## src/hw/rtl/esc_pkg.sv

```systemverilog
// Shared types, constants and arithmetic helpers for the sensor compensation block.
package esc_pkg;

    localparam int QueueDepth = 2;
    localparam int CfgIdxW    = 3;
    localparam int CfgDataW   = 64;

    // register indexes
    localparam logic [CfgIdxW-1:0] REG_TEMP_CAL       = 3'd0;
    localparam logic [CfgIdxW-1:0] REG_PRESS_CAL_LOW  = 3'd1;
    localparam logic [CfgIdxW-1:0] REG_PRESS_CAL_HIGH = 3'd2;
    localparam logic [CfgIdxW-1:0] REG_PRESS_CAL_LAST = 3'd3;
    localparam logic [CfgIdxW-1:0] REG_HUM_CAL        = 3'd4;

    localparam logic [31:0] K_P_OFS    = 32'd64000;
    localparam logic [31:0] K_P_BASE   = 32'd1048576;
    localparam logic [31:0] K_P_SCALE  = 32'd3125;
    localparam logic [31:0] K_HALF15   = 32'd32768;
    localparam logic [31:0] K_H_OFS    = 32'd76800;
    localparam logic [31:0] K_RND14    = 32'd16384;
    localparam logic [31:0] K_H_BIAS   = 32'd2097152;
    localparam logic [31:0] K_H_MAX    = 32'd419430400;

    // calibration coefficients, widened to 32 bits
    typedef struct packed {
        logic [31:0] t1, t2, t3;
        logic [31:0] p1, p2, p3, p4, p5, p6, p7, p8, p9;
        logic [31:0] h1, h2, h3, h4, h5, h6;
    } t_cal;

    // queued item, with the simple raw-value terms already formed
    typedef struct packed {
        logic [31:0] dt1;  // (adc_t >> 3) - (T1 << 1)
        logic [31:0] dd;   // (adc_t >> 4) - T1
        logic [31:0] pd;   // 1048576 - adc_p
        logic [31:0] hs;   // adc_h << 14
    } t_item;

    typedef struct packed {
        logic        start;
        logic [31:0] dividend;
        logic [31:0] divisor;
    } t_div_req;

    typedef struct packed {
        logic        done;
        logic [31:0] quotient;
    } t_div_rsp;

    function automatic logic [31:0] asr(input logic [31:0] x, input int n);
        asr = 32'($signed(x) >>> n);
    endfunction

    function automatic logic [31:0] mulw(input logic [31:0] a, input logic [31:0] b);
        logic [63:0] p;
        p = 64'(a) * 64'(b);
        mulw = p[31:0];
    endfunction

endpackage

```

## src/hw/rtl/esc_fifo.sv

```systemverilog
// Small queue between the intake stage and the compute sequencer.
module esc_fifo #(
    parameter int DEPTH = esc_pkg::QueueDepth
) (
    input  logic                 i_clk,
    input  logic                 i_rst_n,
    input  logic                 i_push,
    input  esc_pkg::t_item       i_data,
    output logic                 o_full,
    input  logic                 i_pop,
    output logic                 o_empty,
    output esc_pkg::t_item       o_data
);
    localparam int PW = (DEPTH > 1) ? $clog2(DEPTH) : 1;
    localparam int CW = $clog2(DEPTH + 1);

    esc_pkg::t_item r_mem [DEPTH];
    logic [PW-1:0]  r_wp, r_rp;
    logic [CW-1:0]  r_cnt;

    assign o_full  = (r_cnt == CW'(DEPTH));
    assign o_empty = (r_cnt == '0);
    assign o_data  = r_mem[r_rp];

    always_ff @(posedge i_clk) begin
        if (i_push && !o_full) begin
            r_mem[r_wp] <= i_data;
        end
    end

    always_ff @(posedge i_clk) begin
        if (!i_rst_n) begin
            r_wp  <= '0;
            r_rp  <= '0;
            r_cnt <= '0;
        end else begin
            if (i_push && !o_full) begin
                r_wp <= (r_wp == PW'(DEPTH - 1)) ? '0 : r_wp + 1'b1;
            end
            if (i_pop && !o_empty) begin
                r_rp <= (r_rp == PW'(DEPTH - 1)) ? '0 : r_rp + 1'b1;
            end
            r_cnt <= r_cnt + CW'(i_push && !o_full) - CW'(i_pop && !o_empty);
        end
    end
endmodule

```

## config.mk

```make
export PLATFORM = sky130hd
export DESIGN_NAME = esc_fifo
export DESIGN_NICKNAME = d
export VERILOG_FILES = /design/src/hw/rtl/esc_pkg.sv /design/src/hw/rtl/esc_fifo.sv
export SDC_FILE = /design/constraint.sdc
export NUM_CORES = 1
export LEC_CHECK = 0
export BUFFER_PORTS_ARGS = -buffer_cell sky130_fd_sc_hd__buf_2
export CORE_ASPECT_RATIO = 0.7
export CORE_MARGIN = 4
export CORE_UTILIZATION = 35
export DETAILED_ROUTE_END_ITERATION = 12
export GPL_ROUTABILITY_DRIVEN = 0
export PLACE_DENSITY = 0.56
export REMOVE_ABC_BUFFERS = 1
export SLEW_MARGIN = 0
export SYNTH_ARGS = -nofsm -noshare
export SYNTH_HDL_FRONTEND = slang
export SYNTH_SLANG_ARGS = --single-unit
```

## constraint.sdc

```tcl
create_clock -name i_clk -period 17.1 [get_ports i_clk]
set_input_delay 1.71 -clock i_clk [delete_from_list [all_inputs] [get_ports i_clk]]
set_output_delay 1.71 -clock i_clk [all_outputs]
set_load 0.05 [all_outputs]
```

# [Word-level counts from Yosys, hierarchy flattened]
# Memories as Yosys holds them, arrays and structs flattened. A register that Yosys moved wholly into a read port is not among the register bits.
# Cells that the tools add are included.
[word_totals] ff_bits=4 output_inout_bits=130 elab_cells=20 ramBits=256 in_bits=132 memories=1
[mem_list] memory="r_mem" words=2 width=128 read_ports=1 rd_ports_with_merged_regs=1 write_ports=1 line_no="esc_fifo.sv:17" rtl="esc_pkg::t_item r_mem [DEPTH];"
[op_classes] mux=6 n_reduce_logical=5 n_eq_ne=1 addsub=4
[op_table] cell="1-bit 2-to-1 mux" n=6
[op_table] cell="1-bit adder, second input constant" n=2
[op_table] cell="2-bit by 1-bit adder with 2-bit output" n=1
[op_table] cell="2-bit == test, second input constant" n=1
[op_table] cell="1-bit logical AND" n=2
[op_table] cell="1-bit logical NOT" n=2
[op_table] cell="2-bit logical NOT" n=1
[op_table] cell="2-bit by 1-bit subtractor with 2-bit output" n=1

# [Longest topological paths before layout]
# Gate-level depths: netlist of the first run.
[logic_depth] depth_word=5 depth_mapped=8 ltp_nobuf=8

# [Worst setup path after synthesis of the first run]
# No wires, ideal clock.
[synth_timing] kind="input-to-reg" start="input i_push" end="memory r_mem[0][0] (netlist bit) (enable)" setup_time_ns=0.617 t_required_ns=16.483 t_arrival_ns=7.122 setup_slack_ns=9.361 path_stages=2 path_buffers=0 cell_sequence="nand2_1 nor2_1"
[synth_via] elab_chain_cells=3
[synth_lines] item="from (decl)" line_no="esc_fifo.sv:7" rtl="input logic i_push,"
[synth_lines] item="1-bit logical AND" line_no="esc_fifo.sv:26" rtl="if (i_push && !o_full) begin"
[synth_lines] item="1-bit 2-to-1 mux" line_no="esc_fifo.sv:26"
[synth_lines] item="1-bit 2-to-1 mux (implied by the code)" line_no="esc_fifo.sv:27" rtl="r_mem[r_wp] <= i_data;"
[synth_lines] item="to (decl)" line_no="esc_fifo.sv:17"
# No other way between the ends.

==> results of run 1 <==
[cells in the mapped netlist, types with 2 or more instances]
| cell | n |
|---|---|
| edfxtp_1 | 256 |
| mux2_2 | 128 |
| clkbuf_8 | 8 |
| buf_6 | 6 |
| dfxtp_1 | 5 |
| xnor2_1 | 3 |
| and2_1 | 2 |
| ha_1 | 2 |
| inv_1 | 2 |
| nand2_1 | 2 |
| nand2b_1 | 2 |
| nor2_1 | 2 |
| nor2b_1 | 2 |
[where the power goes]
part | internal (uW) | switching [uW]
registers | 805 | 36.8
logic | 178 | 484
clock network | 327 | 226
[routing by layer]
| metal | global-route usage (%) | share of wire [%] | up-vias |
|---|---|---|---|
| met5 | 0 | 0.32 | - |
| met4 | 2.945 | 2.4 | 10 |
| met3 | 5.506 | 11 | 42 |
| met2 | 18.94 | 44 | 191 |
| met1 | 16.47 | 42 | 2330 |
| li1 | - | - | 2250 |
[flip-flops by register name (all words and copies together), names as in the netlist, named ones only]
name and count:
r_mem 256, r_cnt 2, r_wp 1, r_rp 1
[worst max-delay path, cell delays in order (launching register included)]
cell and delay [ns]:
dfxtp_4 0.88, buf_4 0.77, mux2_2 0.43, buf_2 0.22
[cell families (layout without fill, tap and decap cells)]
family | count (synthesis) | after routing | synth area share, %
adder cells (fa/ha/maj) | 2 | 2 | 0.2622
other | 0 | 1 | 0
flip-flops | 261 | 261 | 81.62
XOR/XNOR | 3 | 3 | 0.2754
AND/OR/NAND/NOR | 11 | 11 | 0.6164
AO/OA/AOI/OAI | 1 | 1 | 0.07871
multiplexers | 129 | 129 | 15.21
buffers and inverters | 16 | 316 | 1.941
[through the flow]
stage | instance area (um2) | total power (uW) | hold WS (ns) | util (%) | std cells
2_1_floorplan | 9364 | 1382 | 0.4549 | - | 409
3_3_place_gp | 11170 | 1513 | 0.5024 | 41.72 | 1038
3_5_place_dp | 11170 | 1524 | 0.5215 | 41.72 | 1038
4_1_cts | 12020 | 2087 | 0.5336 | 44.87 | 1087
5_1_grt | 12020 | 2152 | 0.5651 | 44.87 | 1087
6_report | 12020 | 2056 | 0.5323 | 44.88 | 1088
[how the worst max path moves through the flow]
stage / endpoint / cells past startpoint / start
floorplan: r_mem[0][0]$_DFFE_PP_ / 2 / i_push
global placement: o_data[85] / 3 / flip-flop
detailed placement: o_data[72] / 3 / flip-flop
CTS: o_data[72] / 3 / flip-flop
global route: o_data[90] / 3 / flip-flop
finish: o_data[72] / 3 / flip-flop
[area by class of cell]
cell class	instances	share of cell area [%]
clock inverter	15	1.010
tap	364	3.790
antenna	1	0.02082
timing repair buffer	265	11.12
clock buffer	34	6.007
inverter	2	0.06247
sequential	261	64.83
multi-input combinational	146	13.16
==> flow_summary.toml, run 1 <==
[status]
status = "complete, no violations"

[grt]
grt_pass1_vias = 5183
grt_pass1_wl_um = 29830
grt_overflow = 0
grt_max_degree = 68
grt_antenna_before_repair = 6
track_usage_pct = 12.41

[logic_synthesis]
ys_types = 16
synthCells = 423
seq_area_frac_synth_pct = 81.62
yosysTopAreaCellShare_pct = 80.57
ys_top_cells_by_area = "edfxtp_1 (81%), mux2_2 (15%), clkbuf_8 (1.2%)"
ys.flop_type = "edfxtp_1"
synth_edf_count = 256
yosysWarningCount = 0
yosysTopAreaCell = "edfxtp_1"
synthesis.area_um2 = 9542
synth.avg_cell_area_um2 = 22.56
async_flop_share_pct = 0
ys_seq_elements = 261

[clock_network]
cts_made_buffers = 27
cts_tree = "yes"
clkSlewWorstSetupHoldPaths_ns = 0.06
cts_sinks = 261
postCtsSetupBuffers = 0
hold_buffers = 0
cts_max_path_buffers = 3
clk_latency_ns = 0.51
cts_resized = 0
clock-root-buffer = "clkbuf_16"
h-tree-depth = 1

[worst_hold_path]
hold_end = "r_wp$_SDFFE_PN0P_"
min_path_cells = 2
hold_path.class = "flip-flop to flip-flop"
min_from = "r_wp$_SDFFE_PN0P_"

[critical_path]
startpoint_type = "flip-flop"
cp.required_ns = 15.39
r2r-start = "r_cnt[0]$_SDFF_PN0_"
critPathMaxFanout = 65
cp_data_arrival_time_ns = 2.96
reg2reg_depth = 3
cp-end-kind = "output port"
r2r_slack_ns = 14.45
reg2reg_to = "r_mem[1][79]$_DFFE_PP_"
crit_type = "flip-flop to output port"

[floorplanning]
io_pins = 262
die_h_um = 146.1
die_w_um = 205.3
start_util_pct = 35.64
rows = 50
core_um2 = 26780
dieArea_um2 = 30010

[final_layout]
seq_area_um2 = 7791
mostFrequentLayoutCell = "buf_2"
fill_cells = 2429
drive_gt1_share_pct = 60.17
nets = 837
multiInputGateArea_um2 = 1582
layout_common_cells = "buf_2 (261), edfxtp_1 (256), mux2_2 (128), clkbuf_16 (27), clkinv_2 (7)"
areaGrowthSynthToFinish_pct = 25.95

[sta]
slew_headroom_pct = 37.63
finalClockSkew_ns = 0.01150
period_share_pct = 27.29
setup_violations = 0
rsz0062_at_grt = "false"
period_needed_ns = 4.667
slew_viol_final = 0
finalSetupTns_ns = 0
hold_viol = 0
tightest_slew_ns = 0.9355
timing.final.ws_setup_ns = 12.43
max_freq_mhz = 214.3

[detailed_routing]
drtAntennaViolNets = 0
vias = 4823
post_drt_wl_per_cell_um = 17.82
drc = 0
vias_per_cell = 4.433
drt_wl_total_um = 19380
drtIter0Drc = 212
first_pass_iters = 4

[power]
irDropWorstVdd_v = 0.0001026
power_density_nw_per_um2 = 171.1
power_leakage_uw = 0.004437

[placed_design]
portBuffers = 261
place_ws_ns = 12.93
dpl.hpwl_um = 13060

[flow_run]
cap_viol_max_count = 0
No activity file was read; power rests on OpenSTA's default activity.
==> run 2, diff against run 1 <==
clock period = 4.3 ns   (was 17.1 ns; I/O delays follow)
==> run 2 against run 1 <==
Net effect: critical path type unchanged; sequential power grew to 3.9 times the previous value; worst hold slack worse by 0.44 ns; cell count hardly changed; power grew to 4.0 times the previous value; combinational power grew to 4.1 times the previous value; non-clock buffer count is 2 higher; die area stayed put; register-to-register slack worse by 12 ns; clock power grew to 4.0 times the previous value; sequential share of layout area is 0.21 points lower.
==> flow_summary.toml, run 2 (synthesis results as in run 1) <==
[status]
status = "complete, no violations"

[clock_network]
cts_sinks = 261
cts_resized = 0
h-tree-depth = 1
hold_buffers = 0
cts_tree = "yes"
clock-root-buffer = "clkbuf_16"
postCtsSetupBuffers = 0
cts_made_buffers = 26
clkSlewWorstSetupHoldPaths_ns = 0.06
clk_latency_ns = 0.52
cts_max_path_buffers = 3

[worst_hold_path]
hold_path.class = "primary input to flip-flop"

[critical_path]
cp_slowest_cell = "buf_4"
cp.required_ns = 3.87
crit_family = "buffers and inverters"
crit_buf_inv = 2
crit_type = "flip-flop to output port"
cp-end-kind = "output port"
critPathMaxFanout = 52
max_stage_delay_ns = 0.57
startpoint_type = "flip-flop"
cp_data_arrival_time_ns = 2.27
crit_chain = "buf_4 -> mux2_2 -> buf_2"

[detailed_routing]
first_pass_iters = 4
drt_wl_total_um = 19230
drc = 0
drtAntennaViolNets = 0
vias = 4875
post_drt_wl_per_cell_um = 17.66
drtIter0Drc = 146
vias_per_cell = 4.477

[floorplanning]
start_util_pct = 35.64
die_w_um = 205.3
io_pins = 262
rows = 50
die_h_um = 146.1
core_um2 = 26780
dieArea_um2 = 30010

[sta]
timing.final.ws_setup_ns = 1.596
finalClockSkew_ns = 0.005476
period_needed_ns = 2.704
tightest_slew_ns = 0.8998
slew_viol_final = 0
max_freq_mhz = 369.8
setup_violations = 0
rsz0062_at_grt = "false"
hold_viol = 0
period_share_pct = 62.89
slew_headroom_pct = 40.01

[grt]
track_usage_pct = 12.33
grt_pass1_vias = 5176
grt_overflow = 0
grt_antenna_before_repair = 7
grt_max_degree = 68
grt_pass1_wl_um = 29370

[final_layout]
mostFrequentLayoutCell = "buf_2"
drive_gt1_share_pct = 60.30
regMostFlops = "r_mem"
final_util_pct = 45.03
post_layout_nonfiller_instances = 1089
layout_common_cells = "buf_2 (261), edfxtp_1 (256), mux2_2 (128), clkbuf_16 (27), clkinv_2 (8)"
nets = 838
areaGrowthSynthToFinish_pct = 26.36
fill_cells = 2382
largestRegisters = "r_mem x256, r_cnt x2"
largest_reg_flops = 256

[power]
irDropWorstVdd_v = 0.0003135
power_density_nw_per_um2 = 681.0
power_leakage_uw = 0.004456

[placed_design]
dpl.hpwl_um = 13160
portBuffers = 261
place_inst = 1040
place_ws_ns = 2.114

[flow_run]
cap_viol_max_count = 0
## run 2: through the flow
stage	hold WS (ns)	power (uW)	setup TNS, ns	area (um2)
after floorplan	0.4549	5497	-284.75	9364
after global placement	0.5048	6034	0	11210
after detailed placement	0.5304	6077	0	11210
after CTS	0.05969	8327	0	12050
after global routing	0.05443	8575	0	12060
final	0.09514	8210	0	12060
## run 2: layer usage
| metal | share of wire (%) | track usage, % | wire [um] |
|---|---|---|---|
| met2 | 45 | 18.69 | 8561 |
| met1 | 42 | 16.30 | 8124 |
| met4 | 1.6 | 2.376 | 317 |
| met3 | 11 | 6.061 | 2173 |
| met5 | 0.29 | 0 | 55 |
## run 2: worst paths after layout
path	from	to	slack, ns	cells past startpoint
max reg2reg	r_cnt[0]$_SDFF_PN0_	r_mem[0][115]$_DFFE_PP_	2.35	4
min	i_data[102]	r_mem[1][102]$_DFFE_PP_	0.1	1
min reg2reg	r_wp$_SDFFE_PN0P_	r_wp$_SDFFE_PN0P_	0.54	2
max	flip-flop	o_data[15]	1.60	3
## run 2: final cells by class
cell class	instances	area (um2)	share of cell area [%]
Clock inverter	16	148.9	1.235
Tap cell	364	455.4	3.777
Inverter	2	7.507	0.06227
Antenna cell	2	5.005	0.04151
Multi-Input combinational cell	146	1582	13.12
Sequential cell	261	7791	64.62
Clock buffer	31	690.7	5.728
Timing Repair Buffer	267	1376	11.42
## run 2: power by group
| group | total [uW] | switching (uW) | internal [uW] | leakage (uW) |
|---|---|---|---|---|
| Clock | 2220 | 901 | 1320 | 0.000419 |
| Combinational | 2700 | 1980 | 721 | 0.00160 |
| Sequential | 3290 | 93.7 | 3200 | 0.00243 |
