$ cat config.mk
export PLATFORM = sky130hd
export DESIGN_NAME = esc_front
export DESIGN_NICKNAME = d
export VERILOG_FILES = /design/src/hw/rtl/esc_pkg.sv /design/src/hw/rtl/esc_front.sv
export SDC_FILE = /design/constraint.sdc
export NUM_CORES = 1
export LEC_CHECK = 0
export ABC_AREA = 1
export BUFFER_PORTS_ARGS = -buffer_cell sky130_fd_sc_hd__buf_4
export CAP_MARGIN = 0
export CORE_AREA = 8 8 293 295
export CTS_CLUSTER_SIZE = 24
export DETAILED_ROUTE_END_ITERATION = 10
export DIE_AREA = 0 0 301 303
export RECOVER_POWER = 25
export SETUP_SLACK_MARGIN = 0.02
export SYNTH_ARGS = -nofsm -noshare
export SYNTH_HDL_FRONTEND = slang
export SYNTH_SLANG_ARGS = --single-unit
$ cat constraint.sdc
create_clock -name i_clk -period 4.65 [get_ports i_clk]
set_input_delay 0.465 -clock i_clk [delete_from_list [all_inputs] [get_ports i_clk]]
set_output_delay 0.465 -clock i_clk [all_outputs]
set_load 0.005 [all_outputs]
$ cat src/hw/rtl/esc_pkg.sv
// Shared types, constants and arithmetic helpers for the sensor compensation block.
package esc_pkg;

    localparam int QueueDepth = 2;
    localparam int CfgIdxW    = 3;
    localparam int CfgDataW   = 64;

    // register indexes
    localparam logic [CfgIdxW-1:0] REG_TEMP_CAL       = 3'd0;
    localparam logic [CfgIdxW-1:0] REG_PRESS_CAL_LOW  = 3'd1;
    localparam logic [CfgIdxW-1:0] REG_PRESS_CAL_HIGH = 3'd2;
    localparam logic [CfgIdxW-1:0] REG_PRESS_CAL_LAST = 3'd3;
    localparam logic [CfgIdxW-1:0] REG_HUM_CAL        = 3'd4;

    localparam logic [31:0] K_P_OFS    = 32'd64000;
    localparam logic [31:0] K_P_BASE   = 32'd1048576;
    localparam logic [31:0] K_P_SCALE  = 32'd3125;
    localparam logic [31:0] K_HALF15   = 32'd32768;
    localparam logic [31:0] K_H_OFS    = 32'd76800;
    localparam logic [31:0] K_RND14    = 32'd16384;
    localparam logic [31:0] K_H_BIAS   = 32'd2097152;
    localparam logic [31:0] K_H_MAX    = 32'd419430400;

    // calibration coefficients, widened to 32 bits
    typedef struct packed {
        logic [31:0] t1, t2, t3;
        logic [31:0] p1, p2, p3, p4, p5, p6, p7, p8, p9;
        logic [31:0] h1, h2, h3, h4, h5, h6;
    } t_cal;

    // queued item, with the simple raw-value terms already formed
    typedef struct packed {
        logic [31:0] dt1;  // (adc_t >> 3) - (T1 << 1)
        logic [31:0] dd;   // (adc_t >> 4) - T1
        logic [31:0] pd;   // 1048576 - adc_p
        logic [31:0] hs;   // adc_h << 14
    } t_item;

    typedef struct packed {
        logic        start;
        logic [31:0] dividend;
        logic [31:0] divisor;
    } t_div_req;

    typedef struct packed {
        logic        done;
        logic [31:0] quotient;
    } t_div_rsp;

    function automatic logic [31:0] asr(input logic [31:0] x, input int n);
        asr = 32'($signed(x) >>> n);
    endfunction

    function automatic logic [31:0] mulw(input logic [31:0] a, input logic [31:0] b);
        logic [63:0] p;
        p = 64'(a) * 64'(b);
        mulw = p[31:0];
    endfunction

endpackage

$ cat src/hw/rtl/esc_front.sv
// Intake stage: takes raw samples, forms the raw-value terms and feeds the queue.
module esc_front (
    input  logic           i_clk,
    input  logic           i_rst_n,
    input  logic           i_valid,
    output logic           o_ready,
    input  logic [19:0]    i_raw_temperature,
    input  logic [19:0]    i_raw_pressure,
    input  logic [15:0]    i_raw_humidity,
    input  esc_pkg::t_cal  i_cal,
    input  logic           i_full,
    output logic           o_push,
    output esc_pkg::t_item o_item
);
    logic           r_v;
    esc_pkg::t_item r_item;
    esc_pkg::t_item n_item;

    assign o_push  = r_v && !i_full;
    assign o_ready = !r_v || o_push;
    assign o_item  = r_item;

    always_comb begin
        n_item.dt1 = {15'd0, i_raw_temperature[19:3]} - (i_cal.t1 << 1);
        n_item.dd  = {16'd0, i_raw_temperature[19:4]} - i_cal.t1;
        n_item.pd  = esc_pkg::K_P_BASE - {12'd0, i_raw_pressure};
        n_item.hs  = {2'd0, i_raw_humidity, 14'd0};
    end

    always_ff @(posedge i_clk) begin
        if (!i_rst_n) begin
            r_v <= 1'b0;
        end else if (o_ready) begin
            r_v <= i_valid;
        end
    end

    always_ff @(posedge i_clk) begin
        if (i_valid && o_ready) begin
            r_item <= n_item;
        end
    end
endmodule

### After elaboration in Yosys (flattened, before gate mapping)

Index checks and enable logic that the tools add are counted.

* output and inout bits: 130
* bits of input ports: 636
* logic and storage cells: 13
* register bits after elaboration: 113

* add/subtract/negate cells: 3
* reduce and logical (&&, ||, !) cells: 5

Operator list (number)
* $sub A16 B32 Y32: 1
* $sub A17 B32 Y32: 1
* $sub A21 B20 Y22 const A: 1
* $logic_and A1 B1 Y1: 2
* $logic_not A1 Y1: 2
* $logic_or A1 B1 Y1: 1

### Longest topological paths before layout

Gate-level depths: netlist of run 1.

* depth in word-level cells: 4
* mapped depth: 14
* gate-level depth less buffers: 14

### Least setup slack after synthesis of run 1

OpenSTA, ideal clock, no wires.

* path kind: input port to flip-flop
* start: input port i_valid
* end: register r_item, in the netlist o_item[100], enable pin
* slack: 0.232 ns
* buffers on the path: 0
* stages on the path: 2
* arrival: 3.897 ns
* data required time: 4.129 ns
* path through: inv_1 -> a21oi_1

* cells in the longest elaborated chain, start to end: 1

RTL lines
* from (decl): line esc_front.sv:5 `input logic i_valid,`
* $logic_and A1 B1 Y1: line esc_front.sv:39 `if (i_valid && o_ready) begin`
* to (signal assigned): line esc_front.sv:40 `r_item <= n_item;`
* to (decl): line esc_front.sv:16 `esc_pkg::t_item r_item;`

Every way passes these cells.
A chain may end at the register's enable or synchronous reset.

### Worst setup path after layout of run 1

* start: register r_v
* end: register r_item, in the netlist o_item[108], enable pin

* cells in the longest elaborated chain, start to end: 3
* elaborated cells between the ends (all ways): 4

RTL lines
* from (decl): line esc_front.sv:15 `logic r_v;`
* from (signal assigned): line esc_front.sv:34 `r_v <= i_valid;`
* $logic_not A1 Y1 or $logic_and A1 B1 Y1 (tied branches): line esc_front.sv:20, esc_front.sv:19
* $logic_or A1 B1 Y1 *: line esc_front.sv:20 `assign o_ready = !r_v || o_push;`
* $logic_and A1 B1 Y1 *: line esc_front.sv:39

Mark *: on every way between the ends. The rest lies on a longest branch, timed or not.

==> flow_metrics.tcl, run 1 <==
set metrics [dict create \
    comb_power_share 0.216 \
    cts_inserted_buffers 9 \
    hpwl_mm 18.71 \
    antenna_found_initial 10 \
    worst-setup-path-type "reg -> reg" \
    h-tree-depth 3 \
    start_kind "flip-flop" \
    clock_skew_ps 11.91 \
    syn_inst 570 \
    grt_util_met3 0.01712 \
    worst_skew_pair.late_latency_ps 360 \
    die_w_um 301 \
    wirelength_mm 21.48 \
    viasPerCell 2.286 \
    setup_viol 0 \
    crit_path_end_kind "flip-flop" \
    clock_sinks 71 \
    grt_max_degree 60 \
    grt-ovfl-total 0 \
    syn_to_final_growth_pct 56.26 \
    synth_cell_types 31 \
    ys_warn_count 0 \
    grt-busiest-layer "met2" \
    dr.pass1.iters 4 \
    postRouteAntennaNets 0 \
    drive_above_1_share 0.2895 \
    vdd_drop_max_v 0.0001672 \
    power_switching_uw 619.2 \
    use_met1 0.05609 \
    hold_viol_final 0 \
    fin_crit_ps 2507 \
    cp-startpoint "r_v" \
    wire_per_inst_um 11.82 \
    hold_path_class "in -> reg" \
    fmax_ghz 0.3989 \
    grt_usage 0.04514 \
    die_h_um 303 \
    place.gp.congestion 0.8110 \
    p_int_uw 1333 \
    cts_tree "yes" \
    post-route-util 0.09151 \
    grt_use_met2 0.07116 \
    start_util 0.05856 \
    grt_pass1_vias 4399 \
    power_frac_clock 0.372 \
    dp_cells 1800 \
    p_sw_frac 0.3171 \
    drcViolationCount 0 \
    synth_edf_count 70 \
    rsz0062_at_grt "false" \
    io_buffers 191 \
    synth_top_cell_area_share 0.4421 \
    setup_ws_ps 2143 \
    rows 105 \
    min-delay-start "i_raw_humidity[14]" \
    p_leak_uw 0.003171 \
    status "finished, final reports clean" \
    clk_pin_slew_worst_paths_ps 70 \
    slew_headroom 0.2355 \
    dpl_worst_slack_ps 1975 \
    yosys_register_bits 71 \
    p_seq_frac 0.412 \
    finalCritPeriodShare 0.5391 \
    cp.required_ps 4640 \
    tightest_slew_ps 1147 \
    drv_slew 0 \
    synth_ff_type "edfxtp_1" \
    fin_area_mm2 0.007430 \
    tns_ps 0 \
    drtIter0Drc 218 \
    clockBufferDepth 2 \
    die-area_mm2 0.09120 \
    placed_area_mm2 0.007208 \
    cap_violations 0 \
    syn_avg_cell_area_um2 8.341 \
    r2r_start "r_v" \
    synth_top_cell_by_area "edfxtp_1" \
    power_density_mw_per_mm2 262.8 \
    seq_area_frac_synth 0.4463 \
    cp_max_fo 59 \
    cts_setup_buffers 0 \
    nets 1395 \
    instances_no_fill 1817 \
    synthesis.area_mm2 0.004755 \
    num_vias 4154 \
    synthArstFlopShare 0 \
    cts_resized 0 \
    ioPinCount 766 \
    yosys-top-cells-area "edfxtp_1 44%, nand2_1 12%, buf_4 9.2%" \
    cp_data_arrival_time_ps 2500 \
    cts_root_buffer "clkbuf_16" \
    grt_pass1_wl_mm 28.88 \
    fp.coreArea_mm2 0.08119 \
    yosys.cell_count.top_type "nand2_1" \
    synthTopCellsByCount "157 x nand2_1, 97 x inv_1, 70 x edfxtp_1, 58 x buf_4, 39 x nor2_1" \
    hold_buffers 0 \
]
-- through the flow --
stage | total power (µW) | hold slack, ps
after global routing | 2052 | 273.8
after floorplan | 1028 | 500.3
after CTS | 2011 | 245.7
final | 1953 | 294.5
after detailed placement | 1259 | 551.0
after global placement | 1258 | 529.0
-- kinds of logic (layout without fill, tap and decap cells) --
group	count (synthesis)	after routing	share of synthesized area
compound gates	14	14	0.01737
xor+xnor	32	32	0.05895
fa+ha+maj	18	18	0.04895
buf+inv	158	308	0.1705
flops	71	71	0.4463
other cells	1	28	0.0007887
simple gates	276	276	0.2571
-- layout by cell type (no fill, tap or decap), types with 2 or more instances in the layout --
master and instances:
clkbuf_16 9, ha_1 17, nand3_1 36, nor2_1 42, inv_6 3, clkbuf_4 27
clkinvlp_4 2, inv_2 3, xnor2_1 6, conb_1 27, edfxtp_1 70, nand4_1 5
nor2_2 5, clkbuf_1 10, nor3_1 7, nand3b_1 6, nand2_1 158, xor2_1 26
nor4_1 3, and2_1 2, nor3_2 5, buf_4 154, nand2_2 3, inv_1 97
a21oi_1 9
-- layout make-up --
type | count | area, µm²
fillers | 9518 | 73760
flip-flops and latches | 71 | 2122
multi-input cells | 367 | 1899
repair buffers | 192 | 1400
well taps | 1070 | 1339
inverters | 100 | 375.4
clock buffers | 9 | 225.2
clock inverters | 7 | 66.31
diodes | 1 | 2.502
-- power by group through the flow --
| stage | Sequential, µW | Clock [µW] | Combinational, µW |
|---|---|---|---|
| 2_1_floorplan | 811 | 0 | 217 |
| 3_3_place_gp | 820 | 0 | 438 |
| 3_5_place_dp | 818 | 0 | 440 |
| 4_1_cts | 807 | 762 | 442 |
| 5_1_grt | 810 | 773 | 470 |
| 6_report | 804 | 727 | 422 |
-- worst max-delay path, cell delays in order, from the launching register on --
cell and delay (ps):
dfxtp_1 330, a21oi_1 880, buf_4 800
-- routing by layer --
metal,wire length [µm],part of all wire
met5,47,0.0022
met3,1504,0.070
met2,9874,0.46
met1,9518,0.44
met4,539,0.025
-- registers in the layout, indices dropped and copies added, names as in the netlist --
register / flops
o_item: 70
r_v: 1
-- final timing paths --
path            endpoint  slack, ps  cells past startpoint
min reg2reg          r_v        530                      2
min           o_item[28]        290                      1
max          o_item[108]       2140                      2
max reg2reg  o_item[108]       2140                      2
No activity file was read; power rests on OpenSTA's default activity.
==> run 2: changes to the inputs <==
--- a/config.mk
+++ b/config.mk
@@ -8,10 +8,10 @@
 export ABC_AREA = 1
 export BUFFER_PORTS_ARGS = -buffer_cell sky130_fd_sc_hd__buf_4
 export CAP_MARGIN = 0
-export CORE_AREA = 8 8 293 295
+export CORE_AREA = 8 8 294 296
 export CTS_CLUSTER_SIZE = 24
 export DETAILED_ROUTE_END_ITERATION = 10
-export DIE_AREA = 0 0 301 303
+export DIE_AREA = 0 0 302 304
 export RECOVER_POWER = 25
 export SETUP_SLACK_MARGIN = 0.02
 export SYNTH_ARGS = -nofsm -noshare
==> constraint.sdc (replaced) <==
create_clock -name i_clk -period 2.5 [get_ports i_clk]
set_input_delay 0.25 -clock i_clk [delete_from_list [all_inputs] [get_ports i_clk]]
set_output_delay 0.25 -clock i_clk [all_outputs]
set_load 0.005 [all_outputs]
==> run 2 against run 1 <==
- combinational power up 92%
- flip-flop and latch count unchanged
- register-to-register slack worse by 1700 ps
==> flow_metrics.tcl, run 2 (synthesized netlist as in run 1, its figures left out) <==
set metrics [dict create \
    place.gp.congestion 0.8006 \
    worst-setup-path-type "reg -> reg" \
    slowest_stage "a21oi_1" \
    rows 105 \
    h-tree-depth 3 \
    hpwl_mm 18.34 \
    fin_crit_ps 2042 \
    tightest_slew_ps 1315 \
    cts_tree "yes" \
    cp_max_fo 37 \
    die-area_mm2 0.09181 \
    largest_reg_flops 70 \
    clk_pin_slew_worst_paths_ps 70 \
    grt_max_degree 38 \
    antenna_found_initial 8 \
    hold_buffers 0 \
    fp.coreArea_mm2 0.08158 \
    fmax_ghz 0.4897 \
    clock_sinks 71 \
    hold_viol_final 0 \
    vdd_drop_max_v 0.0002856 \
    p_sw_frac 0.3168 \
    drive_above_1_share 0.2895 \
    num_vias 4138 \
    p_total_uw 3651 \
    die_w_um 302 \
    grt_pass1_wl_mm 29.21 \
    max_stage_delay_ps 1000 \
    cts_root_buffer "clkbuf_16" \
    multi_input_area_mm2 0.001894 \
    hold_path_class "in -> reg" \
    crit_chain "a21oi_1 > buf_12" \
    drtIter0Drc 172 \
    ioPinCount 766 \
    worst_skew_pair.late_latency_ps 370 \
    power_density_mw_per_mm2 488.7 \
    finalCritPeriodShare 0.8168 \
    postRouteAntennaNets 0 \
    drcViolationCount 0 \
    power_switching_uw 1157 \
    die_h_um 304 \
    grt_usage 0.04538 \
    post-route-util 0.09157 \
    grt-ovfl-total 0 \
    slew_headroom 0.1232 \
    rsz0062_at_grt "false" \
    dr.pass1.iters 5 \
    cap_violations 0 \
    p_int_uw 2494 \
    cp.required_ps 2550 \
    wirelength_mm 21.09 \
    status "finished, final reports clean" \
    layout_common_cells "158 x nand2_1, 154 x buf_4, 97 x inv_1, 70 x edfxtp_1, 42 x nor2_1" \
    start_util 0.05828 \
    grt_pass1_vias 4244 \
    cts_inserted_buffers 9 \
    nets 1402 \
    syn_to_final_growth_pct 57.13 \
    dp_cells 1807 \
    comb_power_share 0.222 \
    layout.cells.most_common "nand2_1" \
    power_frac_clock 0.370 \
    cts_resized 0 \
    regArea_mm2 0.002122 \
    clock_skew_ps 10.32 \
    hold_slack_ps 74.57 \
    cts_setup_buffers 0 \
    cp_data_arrival_time_ps 2090 \
    instances_no_fill 1824 \
    p_seq_frac 0.408 \
    drv_slew 0 \
    io_buffers 191 \
    setup_viol 0 \
    crit_path_end_kind "flip-flop" \
    tns_ps 0 \
    start_kind "flip-flop" \
    viasPerCell 2.269 \
    num-fill-cells 9481 \
    clockBufferDepth 2 \
    wire_per_inst_um 11.56 \
    p_leak_uw 0.003191 \
]
run 2: layout make-up:
cell class              count  area share
multi-input cells         367      0.2536
diodes                      1   0.0003350
clock buffers               9     0.03015
repair buffers            199      0.1941
clock inverters             7    0.008374
well taps                1070      0.1792
flip-flops and latches     71      0.2840
inverters                 100     0.05024
run 2: power groups by stage:
stage	logic, µW	registers, µW	clock network [µW]
floorplan	405	1500	0
global placement	844	1520	0
detailed placement	847	1510	0
CTS	849	1490	1420
global route	899	1500	1460
finish	812	1490	1350
run 2: final timing paths:
kind | start | to | slack [ps] | depth (start not counted)
worst max-delay path | r_v | o_item[100] | 460 | 2
worst min register to register | r_v | r_v | 510 | 2
worst min-delay path | i_raw_humidity[7] | o_item[21] | 70 | 1
worst max register to register | r_v | o_item[100] | 460 | 2
run 2: per-stage QoR:
stage | setup WS, ps | area (µm²)
4_1_cts | 653.5 | 7561
2_1_floorplan | 549.4 | 4863
6_report | 458.1 | 7471
3_3_place_gp | 254.8 | 7273
3_5_place_dp | 245.4 | 7273
5_1_grt | 363.1 | 7468
run 2: critical path, delay by kind of cell, from the launching register on:
kind                   cells  cell delay (ps)
AOI/OAI and AO/OA          1             1000
DFF                        1              330
buffers and inverters      1              330
run 2: layer usage:
layer	share of wire	routed length (µm)	track usage
met3	0.079	1657	0.01778
met4	0.022	458	0.01757
met1	0.43	9139	0.05347
met5	0.0026	55	0
met2	0.46	9781	0.07352
